$ cat src/rtl/sspr_pkg.sv
// Shared widths, constants, codes and types of the stepper speed ramp.
package sspr_pkg;

  localparam int SPEED_W  = 32;
  localparam int CFG_W    = 31;
  localparam int RATE_W   = 24;
  localparam int PERIOD_W = 24;
  localparam int FRAC_W   = 16;
  localparam int DVD_W    = RATE_W + FRAC_W;
  localparam int DVS_W    = SPEED_W;
  localparam int CNT_W    = $clog2(DVD_W);
  localparam int CFG_IDX_W = 2;

  localparam logic [PERIOD_W-1:0] ZERO_SPEED_PERIOD = 24'd100000;
  localparam logic [PERIOD_W-1:0] MAX_PERIOD        = 24'd10000000;

  localparam logic [CFG_IDX_W-1:0] REG_MAX_SPEED  = 2'd0;
  localparam logic [CFG_IDX_W-1:0] REG_ACCEL      = 2'd1;
  localparam logic [CFG_IDX_W-1:0] REG_TIMER_RATE = 2'd2;

  localparam logic [CFG_W-1:0]  MAX_SPEED_RESET  = 31'd65536000;
  localparam logic [CFG_W-1:0]  ACCEL_RESET      = 31'd65536;
  localparam logic [RATE_W-1:0] TIMER_RATE_RESET = 24'd1000000;

  localparam logic FUNC_SET_TARGET = 1'b0;
  localparam logic FUNC_TICK       = 1'b1;

  typedef struct packed {
    logic             start;
    logic [DVD_W-1:0] dividend;
    logic [DVS_W-1:0] divisor;
  } div_req_t;

endpackage

$ cat src/rtl/sspr_channels.sv
// Handshake channels for command beats into and result beats out of the ramp.
interface sspr_cmd_if;
  logic                                valid;
  logic                                ready;
  logic                                func;
  logic signed [sspr_pkg::SPEED_W-1:0] target_speed;

  modport source(output valid, func, target_speed, input ready);
  modport sink(input valid, func, target_speed, output ready);
endinterface

interface sspr_res_if;
  logic                                 valid;
  logic                                 ready;
  logic        [sspr_pkg::PERIOD_W-1:0] step_period;
  logic                                 direction;
  logic                                 timer_write;
  logic                                 speed_applied;
  logic signed [sspr_pkg::SPEED_W-1:0]  ramp_speed;

  modport source(output valid, step_period, direction, timer_write, speed_applied,
                 ramp_speed, input ready);
  modport sink(input valid, step_period, direction, timer_write, speed_applied,
               ramp_speed, output ready);
endinterface

$ cat src/rtl/sspr_div.sv
// Restoring divider that produces one quotient bit per cycle.
module sspr_div (
  input  logic                         clk,
  input  logic                         rst,
  input  sspr_pkg::div_req_t           req,
  output logic                         done,
  output logic [sspr_pkg::DVD_W-1:0]   quotient
);

  logic                         busy;
  logic [sspr_pkg::CNT_W-1:0]   cnt;
  logic [sspr_pkg::DVD_W-1:0]   work;
  logic [sspr_pkg::DVS_W-1:0]   rem;
  logic [sspr_pkg::DVS_W-1:0]   dvs;
  logic [sspr_pkg::DVS_W:0]     rem_sh;
  logic [sspr_pkg::DVS_W:0]     diff;
  logic                         ge;
  logic [sspr_pkg::DVS_W-1:0]   rem_next;

  always_comb begin
    rem_sh   = {rem, work[sspr_pkg::DVD_W-1]};
    diff     = rem_sh - {1'b0, dvs};
    ge       = rem_sh >= {1'b0, dvs};
    rem_next = ge ? diff[sspr_pkg::DVS_W-1:0] : rem_sh[sspr_pkg::DVS_W-1:0];
  end

  always_ff @(posedge clk) begin
    if (rst) begin
      busy <= 1'b0;
      done <= 1'b0;
      cnt  <= '0;
    end else begin
      done <= 1'b0;
      if (req.start) begin
        busy <= 1'b1;
        cnt  <= '0;
      end else if (busy) begin
        cnt <= cnt + 1'b1;
        if (cnt == sspr_pkg::CNT_W'(sspr_pkg::DVD_W - 1)) begin
          busy <= 1'b0;
          done <= 1'b1;
        end
      end
    end
  end

  always_ff @(posedge clk) begin
    if (req.start) begin
      work <= req.dividend;
      rem  <= '0;
      dvs  <= req.divisor;
    end else if (busy) begin
      work <= {work[sspr_pkg::DVD_W-2:0], ge};
      rem  <= rem_next;
    end
  end

  assign quotient = work;

endmodule

$ cat src/rtl/stepper_speed_ramp_period.sv
// Stepper speed ramp for one axis with step-period generation. A set-target beat or a
// tick that finds the speed already at its target goes to the push state, which loads
// its result beat into the output register once that register is free. A tick that moves
// the speed first passes the load state, which forms the magnitude of the stepped speed and
// starts the restoring divider, then the divide state, in which the divider forms
// timer_rate*65536/|speed| one quotient bit per cycle and the saturated quotient is taken,
// then the push state; a tick that lands on zero speed skips the divider. The block takes
// one command beat at a time and accepts a new one as soon as the previous result sits in
// the output register, even if that result has not yet been taken.
module stepper_speed_ramp_period (
  input  logic                               clk,
  input  logic                               rst,
  input  logic                               cfg_we,
  input  logic [sspr_pkg::CFG_IDX_W-1:0]     cfg_index,
  input  logic [sspr_pkg::CFG_W-1:0]         cfg_data,
  sspr_cmd_if.sink                           cmd,
  sspr_res_if.source                         res
);

  localparam logic [1:0] ST_IDLE = 2'd0;
  localparam logic [1:0] ST_LOAD = 2'd1;
  localparam logic [1:0] ST_DIV  = 2'd2;
  localparam logic [1:0] ST_PUSH = 2'd3;

  logic [1:0]                           state;
  logic [sspr_pkg::CFG_W-1:0]           max_speed;
  logic [sspr_pkg::CFG_W-1:0]           accel;
  logic [sspr_pkg::RATE_W-1:0]          timer_rate;
  logic signed [sspr_pkg::SPEED_W-1:0]  speed_now;
  logic signed [sspr_pkg::SPEED_W-1:0]  speed_goal;
  logic [sspr_pkg::PERIOD_W-1:0]        last_period;
  logic                                 last_direction;
  logic                                 twrite;
  logic                                 applied;

  logic                                 res_valid;
  logic [sspr_pkg::PERIOD_W-1:0]        res_period;
  logic                                 res_dir;
  logic                                 res_tw;
  logic                                 res_app;
  logic signed [sspr_pkg::SPEED_W-1:0]  res_speed;

  logic                                 accept;
  logic                                 slot_free;
  logic signed [sspr_pkg::SPEED_W:0]    t33;
  logic signed [sspr_pkg::SPEED_W:0]    max33;
  logic signed [sspr_pkg::SPEED_W:0]    nmax33;
  logic signed [sspr_pkg::SPEED_W-1:0]  goal_clamped;
  logic signed [sspr_pkg::SPEED_W:0]    now33;
  logic signed [sspr_pkg::SPEED_W:0]    goal33;
  logic signed [sspr_pkg::SPEED_W:0]    acc33;
  logic signed [sspr_pkg::SPEED_W:0]    up;
  logic signed [sspr_pkg::SPEED_W:0]    dn;
  logic signed [sspr_pkg::SPEED_W-1:0]  speed_step;
  logic                                 at_goal;
  logic [sspr_pkg::DVS_W-1:0]           speed_mag;
  logic                                 speed_zero;
  sspr_pkg::div_req_t                   div_req;
  logic                                 div_done;
  logic [sspr_pkg::DVD_W-1:0]           div_quot;
  logic [sspr_pkg::PERIOD_W-1:0]        period_sat;
  logic [sspr_pkg::PERIOD_W-1:0]        period_cand;
  logic                                 finalize;

  assign cmd.ready = (state == ST_IDLE);
  assign accept    = cmd.valid && cmd.ready;
  assign slot_free = !res_valid || res.ready;

  always_comb begin
    t33    = {cmd.target_speed[sspr_pkg::SPEED_W-1], cmd.target_speed};
    max33  = {2'b00, max_speed};
    nmax33 = -max33;
    if (t33 > max33) begin
      goal_clamped = max33[sspr_pkg::SPEED_W-1:0];
    end else if (t33 < nmax33) begin
      goal_clamped = nmax33[sspr_pkg::SPEED_W-1:0];
    end else begin
      goal_clamped = cmd.target_speed;
    end
  end

  always_comb begin
    now33   = {speed_now[sspr_pkg::SPEED_W-1], speed_now};
    goal33  = {speed_goal[sspr_pkg::SPEED_W-1], speed_goal};
    acc33   = {2'b00, accel};
    up      = now33 + acc33;
    dn      = now33 - acc33;
    at_goal = (speed_now == speed_goal);
    if (speed_goal > speed_now) begin
      speed_step = (up > goal33) ? speed_goal : up[sspr_pkg::SPEED_W-1:0];
    end else begin
      speed_step = (dn < goal33) ? speed_goal : dn[sspr_pkg::SPEED_W-1:0];
    end
  end

  always_comb begin
    speed_zero = (speed_now == '0);
    speed_mag  = speed_now[sspr_pkg::SPEED_W-1] ? sspr_pkg::DVS_W'(-speed_now)
                                                : sspr_pkg::DVS_W'(speed_now);
    div_req.start    = (state == ST_LOAD) && !speed_zero;
    div_req.dividend = {timer_rate, sspr_pkg::FRAC_W'(0)};
    div_req.divisor  = speed_mag;
  end

  sspr_div u_div (
    .clk      (clk),
    .rst      (rst),
    .req      (div_req),
    .done     (div_done),
    .quotient (div_quot)
  );

  always_comb begin
    period_sat  = (div_quot > sspr_pkg::DVD_W'(sspr_pkg::MAX_PERIOD))
                  ? sspr_pkg::MAX_PERIOD : div_quot[sspr_pkg::PERIOD_W-1:0];
    period_cand = (state == ST_LOAD) ? sspr_pkg::ZERO_SPEED_PERIOD : period_sat;
    finalize    = ((state == ST_LOAD) && speed_zero) || div_done;
  end

  always_ff @(posedge clk) begin
    if (rst) begin
      max_speed  <= sspr_pkg::MAX_SPEED_RESET;
      accel      <= sspr_pkg::ACCEL_RESET;
      timer_rate <= sspr_pkg::TIMER_RATE_RESET;
    end else if (cfg_we) begin
      case (cfg_index)
        sspr_pkg::REG_MAX_SPEED:  max_speed  <= cfg_data;
        sspr_pkg::REG_ACCEL:      accel      <= cfg_data;
        sspr_pkg::REG_TIMER_RATE: timer_rate <= cfg_data[sspr_pkg::RATE_W-1:0];
        default: ;
      endcase
    end
  end

  always_ff @(posedge clk) begin
    if (rst) begin
      state          <= ST_IDLE;
      speed_now      <= '0;
      speed_goal     <= '0;
      last_period    <= '0;
      last_direction <= 1'b0;
      twrite         <= 1'b0;
      applied        <= 1'b0;
      res_valid      <= 1'b0;
    end else begin
      if ((state == ST_PUSH) && slot_free) begin
        res_valid <= 1'b1;
      end else if (res.ready) begin
        res_valid <= 1'b0;
      end
      case (state)
        ST_IDLE: begin
          if (accept) begin
            twrite  <= 1'b0;
            applied <= 1'b0;
            if (cmd.func == sspr_pkg::FUNC_SET_TARGET) begin
              speed_goal <= goal_clamped;
              state      <= ST_PUSH;
            end else if (at_goal) begin
              state <= ST_PUSH;
            end else begin
              speed_now <= speed_step;
              applied   <= 1'b1;
              state     <= ST_LOAD;
            end
          end
        end
        ST_LOAD: begin
          state <= speed_zero ? ST_PUSH : ST_DIV;
        end
        ST_DIV: begin
          if (div_done) begin
            state <= ST_PUSH;
          end
        end
        ST_PUSH: begin
          if (slot_free) begin
            state <= ST_IDLE;
          end
        end
        default: state <= ST_IDLE;
      endcase
      if (finalize) begin
        last_direction <= !(speed_now > 0);
        last_period    <= period_cand;
        twrite         <= (period_cand != last_period);
      end
    end
  end

  always_ff @(posedge clk) begin
    if ((state == ST_PUSH) && slot_free) begin
      res_period <= last_period;
      res_dir    <= last_direction;
      res_tw     <= twrite;
      res_app    <= applied;
      res_speed  <= speed_now;
    end
  end

  assign res.valid         = res_valid;
  assign res.step_period   = res_period;
  assign res.direction     = res_dir;
  assign res.timer_write   = res_tw;
  assign res.speed_applied = res_app;
  assign res.ramp_speed    = res_speed;

  a_div_in_div: assert property (@(posedge clk) disable iff (rst)
    div_done |-> state == ST_DIV)
    else $error("Divider finished outside the divide state.");

  a_res_from_push: assert property (@(posedge clk) disable iff (rst)
    $rose(res_valid) |-> $past(state) == ST_PUSH)
    else $error("Result beat appeared without passing the push state.");

  a_write_applied: assert property (@(posedge clk) disable iff (rst)
    res.valid && res.timer_write |-> res.speed_applied)
    else $error("Timer write flagged on a beat that did not apply a speed change.");

  a_period_sat: assert property (@(posedge clk) disable iff (rst)
    res.valid |-> res.step_period <= sspr_pkg::MAX_PERIOD)
    else $error("Step period exceeds its saturation limit.");

endmodule
$ cat src/flat_wrapper.sv
// flat-port wrapper written by rule: the top's interface ports become plain ports
module stepper_speed_ramp_period_flat 
  (clk, rst, cfg_we, cfg_index, cfg_data, cmd_valid, cmd_func, cmd_target_speed, cmd_ready, res_valid, res_step_period, res_direction, res_timer_write, res_speed_applied, res_ramp_speed, res_ready);
  sspr_cmd_if cmd_i ();
  sspr_res_if res_i ();
  input  logic clk;
  input  logic rst;
  input  logic cfg_we;
  input  logic [sspr_pkg::CFG_IDX_W-1:0] cfg_index;
  input  logic [sspr_pkg::CFG_W-1:0] cfg_data;
  input wire logic [$bits(cmd_i.valid)-1:0] cmd_valid;
  input wire logic [$bits(cmd_i.func)-1:0] cmd_func;
  input wire logic [$bits(cmd_i.target_speed)-1:0] cmd_target_speed;
  output wire logic [$bits(cmd_i.ready)-1:0] cmd_ready;
  output wire logic [$bits(res_i.valid)-1:0] res_valid;
  output wire logic [$bits(res_i.step_period)-1:0] res_step_period;
  output wire logic [$bits(res_i.direction)-1:0] res_direction;
  output wire logic [$bits(res_i.timer_write)-1:0] res_timer_write;
  output wire logic [$bits(res_i.speed_applied)-1:0] res_speed_applied;
  output wire logic [$bits(res_i.ramp_speed)-1:0] res_ramp_speed;
  input wire logic [$bits(res_i.ready)-1:0] res_ready;
  assign cmd_i.valid = cmd_valid;
  assign cmd_i.func = cmd_func;
  assign cmd_i.target_speed = cmd_target_speed;
  assign cmd_ready = cmd_i.ready;
  assign res_valid = res_i.valid;
  assign res_step_period = res_i.step_period;
  assign res_direction = res_i.direction;
  assign res_timer_write = res_i.timer_write;
  assign res_speed_applied = res_i.speed_applied;
  assign res_ramp_speed = res_i.ramp_speed;
  assign res_i.ready = res_ready;
  stepper_speed_ramp_period u_core (.clk(clk), .rst(rst), .cfg_we(cfg_we), .cfg_index(cfg_index), .cfg_data(cfg_data), .cmd(cmd_i), .res(res_i));
endmodule
$ cat config.mk
export PLATFORM = sky130hd
export DESIGN_NAME = stepper_speed_ramp_period_flat
export DESIGN_NICKNAME = d
export VERILOG_FILES = /design/src/rtl/sspr_pkg.sv /design/src/rtl/sspr_channels.sv /design/src/rtl/sspr_div.sv /design/src/rtl/stepper_speed_ramp_period.sv /design/src/flat_wrapper.sv
export SDC_FILE = /design/constraint.sdc
export NUM_CORES = 1
export LEC_CHECK = 0
export ABC_AREA = 1
export BUFFER_PORTS_ARGS = -buffer_cell sky130_fd_sc_hd__buf_2
export CORE_MARGIN = 2
export CORE_UTILIZATION = 41
export CTS_BUF_LIST = sky130_fd_sc_hd__clkbuf_4 sky130_fd_sc_hd__clkbuf_8
export CTS_CLUSTER_SIZE = 14
export DETAILED_ROUTE_END_ITERATION = 10
export HOLD_SLACK_MARGIN = 0.03
export PLACE_DENSITY = 0.6
export SETUP_SLACK_MARGIN = 0.15
export SLEW_MARGIN = 30
export SYNTH_ARGS = -nofsm -noshare
export SYNTH_HDL_FRONTEND = slang
export SYNTH_SLANG_ARGS = --single-unit
$ cat constraint.sdc
create_clock -name clk -period 4.13 [get_ports clk]
set_clock_uncertainty 0.05 [all_clocks]
set_input_delay 0.6195 -clock clk [delete_from_list [all_inputs] [get_ports clk]]
set_output_delay 0.6195 -clock clk [all_outputs]
set_load 0.01 [all_outputs]
==> impl_metrics.json <==
{
  "synth_top_family_by_area": "simple AND/OR/NAND/NOR gates",
  "final_cells": 5171,
  "grt_remaining_overflow": 0,
  "endpoint": "u_core.speed_now[21]",
  "synth-seq-cells": 351,
  "antenna_found_initial": 1,
  "outcome": "finished, violations left",
  "drc": 2,
  "whs_ps": 169,
  "fin_crit_sh_pct": 100,
  "setup_viol": 3,
  "cts_buffer_depth": 3,
  "dpl_worst_slack_ps": -250,
  "grt_pass1_wl_mm": 154,
  "place.gp.congestion": 1.01,
  "fin_util_pct": 54.4,
  "fmax_mhz": 242,
  "r2r_slack_ps": -10,
  "numClockSinks": 351,
  "numCtsBuffers": 68,
  "cp.required_ps": 4650,
  "drtPass1Iterations": 9,
  "track_usage_pct": 30.5,
  "postSynthCellCount": 3834,
  "cts-root-buf": "clkbuf_8",
  "placed_cells": 4967,
  "critPathKind": "reg2reg",
  "first_global_vias": 25600,
  "io_buffers": 131,
  "cp.depth": 30,
  "p_leak_nw": 16.0,
  "cts_tree": "built",
  "grt_max_degree": 80,
  "yosysWarnings": 0,
  "synthAdderAreaFrac_pct": 12.7,
  "syn-mean-instance-area_um2": 6.85,
  "critPathLaunchType": "register",
  "rows": 92,
  "yosysSeqAreaShare_pct": 31.1,
  "clkTransAtPathRegs_ps": 60,
  "cp_max_fo": 8,
  "ir_drop_mv": 0.722,
  "die_area_um2": 66100,
  "tightest_slew_ps": 877,
  "worst_slack_ps": -10.3,
  "critPathLaunch": "u_core.speed_now[20]",
  "num_vias": 27800,
  "yosys.area_share.simple_pct": 27.8,
  "cpMostUsedCell": "nand2_1",
  "rsz0062_at_grt": "true",
  "r2r_cells": 30,
  "synth_compound_area_share_pct": 14.9,
  "finalCriticalPeriod_ps": 4140,
  "wl_per_cell_um": 20.3,
  "htree_num_levels": 3,
  "slowest_stage": "dfxtp_2",
  "synth_mux_area_share_pct": 0,
  "syn_area_um2": 26300,
  "layout_common_cells": "nand2_1 (845), inv_1 (444), buf_4 (319)",
  "final_common_cell": "nand2_1",
  "finalHoldViolations": 0,
  "slowest_delay_ps": 430,
  "antenna_left": 0,
  "synth_ff_type": "dfxtp_1",
  "worst-path-buf-inv": 7,
  "critPathArrivalTime_ps": 4660,
  "nets": 4605,
  "syn_to_final_growth_pct": 30.8,
  "clock_latency_ps": 680,
  "synth_edf_count": 115,
  "syn_nets": 4169,
  "hp-class": "in2reg",
  "io_pins": 132,
  "drv_slew": 0,
  "vias_per_cell": 5.38,
  "drt_iter0_markers": 2338,
  "violations": "design-rule violations, negative setup slack",
  "reg2reg_from": "u_core.speed_now[20]",
  "cp-end-kind": "register",
  "ys_async_sr_fraction_pct": 0,
  "dieWidth_um": 257,
  "hpwl_mm": 81.0,
  "chipHeight_um": 257,
  "power.density_nw_per_um2": 654,
  "slew-limit-headroom_pct": 41.5,
  "coreArea_um2": 63200,
  "synth.distinct_cells": 53,
  "yosys.area_share.xor_xnor_pct": 3.97,
  "drv_cap": 0,
  "routed_wl_mm": 105,
  "r2r_end": "u_core.speed_now[21]",
  "start_util_pct": 41.6,
  "path_delay_family": "simple AND/OR/NAND/NOR gates",
  "layout-drive-gt1-share_pct": 26.1
}
==> Yosys cell counts (10+ instances only) <==
master	count	area share [%]
clkbuf_1	73	1.0
o211ai_1	27	0.77
a32o_1	11	0.42
xor2_1	110	3.7
ha_1	261	12
buf_4	12	0.34
nor4_1	14	0.33
a31oi_1	10	0.24
o21ai_1	18	0.34
o21ai_0	228	4.3
o22ai_1	23	0.55
nand3b_1	15	0.43
o21bai_1	11	0.31
inv_1	485	6.9
nand2_1	966	14
dfxtp_1	236	18
edfxtp_1	115	13
nor3_1	37	0.71
a21o_1	11	0.31
a21oi_1	349	6.7
nand3_1	264	5.0
buf_2	38	0.72
nor2_1	373	5.3
nand4_1	49	1.2
==> kinds of logic after synthesis <==
family          Yosys count
buf+inv                 629
flops                   351
xor+xnor                119
fa+ha+maj               264
simple gates           1753
compound gates          718
==> sequential cells by signal (all words and copies together), names as in the netlist, 2 cells and up <==
name and cells:
u_core.u_div.quotient 40, u_core.speed_now 32, u_core.u_div.dvs 32, u_core.res.ramp_speed 32, u_core.state 2, u_core.u_div.cnt 6, u_core.speed_goal 32, u_core.u_div.rem 32
u_core.last_period 24, u_core.timer_rate 24, u_core.res.step_period 24, u_core.max_speed 31, u_core.accel 31
==> per-layer routing <==
layer  track usage (%)  vias to the layer above  routed length (um)
li1                  -                    13500                   -
met4              15.8                        0                5840
met1              41.3                    13000               45300
met2              47.6                     1065               46600
met5                 0                        -                   0
met3              3.54                      227                7350
==> where the power goes <==
| part | internal, mW | switching [mW] | leakage (nW) |
|---|---|---|---|
| logic | 5.52 | 8.53 | 12.2 |
| clock network | 2.07 | 1.72 | 0.778 |
| registers | 4.26 | 0.382 | 3.02 |
==> tightest hold or removal path: stages <==
cell and delay, ps:
buf_2 120, nor2_1 50, nor2_1 80
==> area by class of cell <==
| cell class | instances | area (um^2) |
|---|---|---|
| clock inverter | 22 | 198 |
| clock buffer | 99 | 1260 |
| tap | 846 | 1060 |
| antenna | 4 | 10.0 |
| multi-input combinational | 2854 | 17800 |
| inverter | 495 | 1870 |
| timing repair buffer | 500 | 3920 |
| fill | 6188 | 28800 |
| sequential | 351 | 8240 |
==> metrics by stage <==
stage	setup TNS [ps]	power, mW	instance area [um^2]
after detailed placement	-5010	15.7	29600
after floorplan	0	11.3	26300
after global placement	-4920	15.7	29600
final	-19.3	22.5	34400
after CTS	0	20.9	32400
after global routing	-5760	23.9	34400
==> worst min path at each step <==
stage,slack [ps],depth (start not counted),endpoint,startpoint
after floorplan,350,0,u_core.res.direction,u_core.last_direction
after global placement,370,0,u_core.res.timer_write,u_core.twrite
after detailed placement,370,0,u_core.res.speed_applied,u_core.applied
after CTS,130,3,u_core.timer_rate[2],cfg_data[2]
after global routing,150,3,u_core.timer_rate[2],cfg_data[2]
final,170,3,u_core.timer_rate[2],cfg_data[2]
==> what timing repair did <==
| item | in CTS | in global routing |
|---|---|---|
| setup endpoints to repair | 61 | 66 |
| setup buffers | 27 | 39 |
| resized for setup | 226 | 411 |
| hold buffers | 0 | 0 |
| gates cloned | 6 | 7 |
| pin swaps | 74 | 200 |
Power figures use the tool's default switching activity.
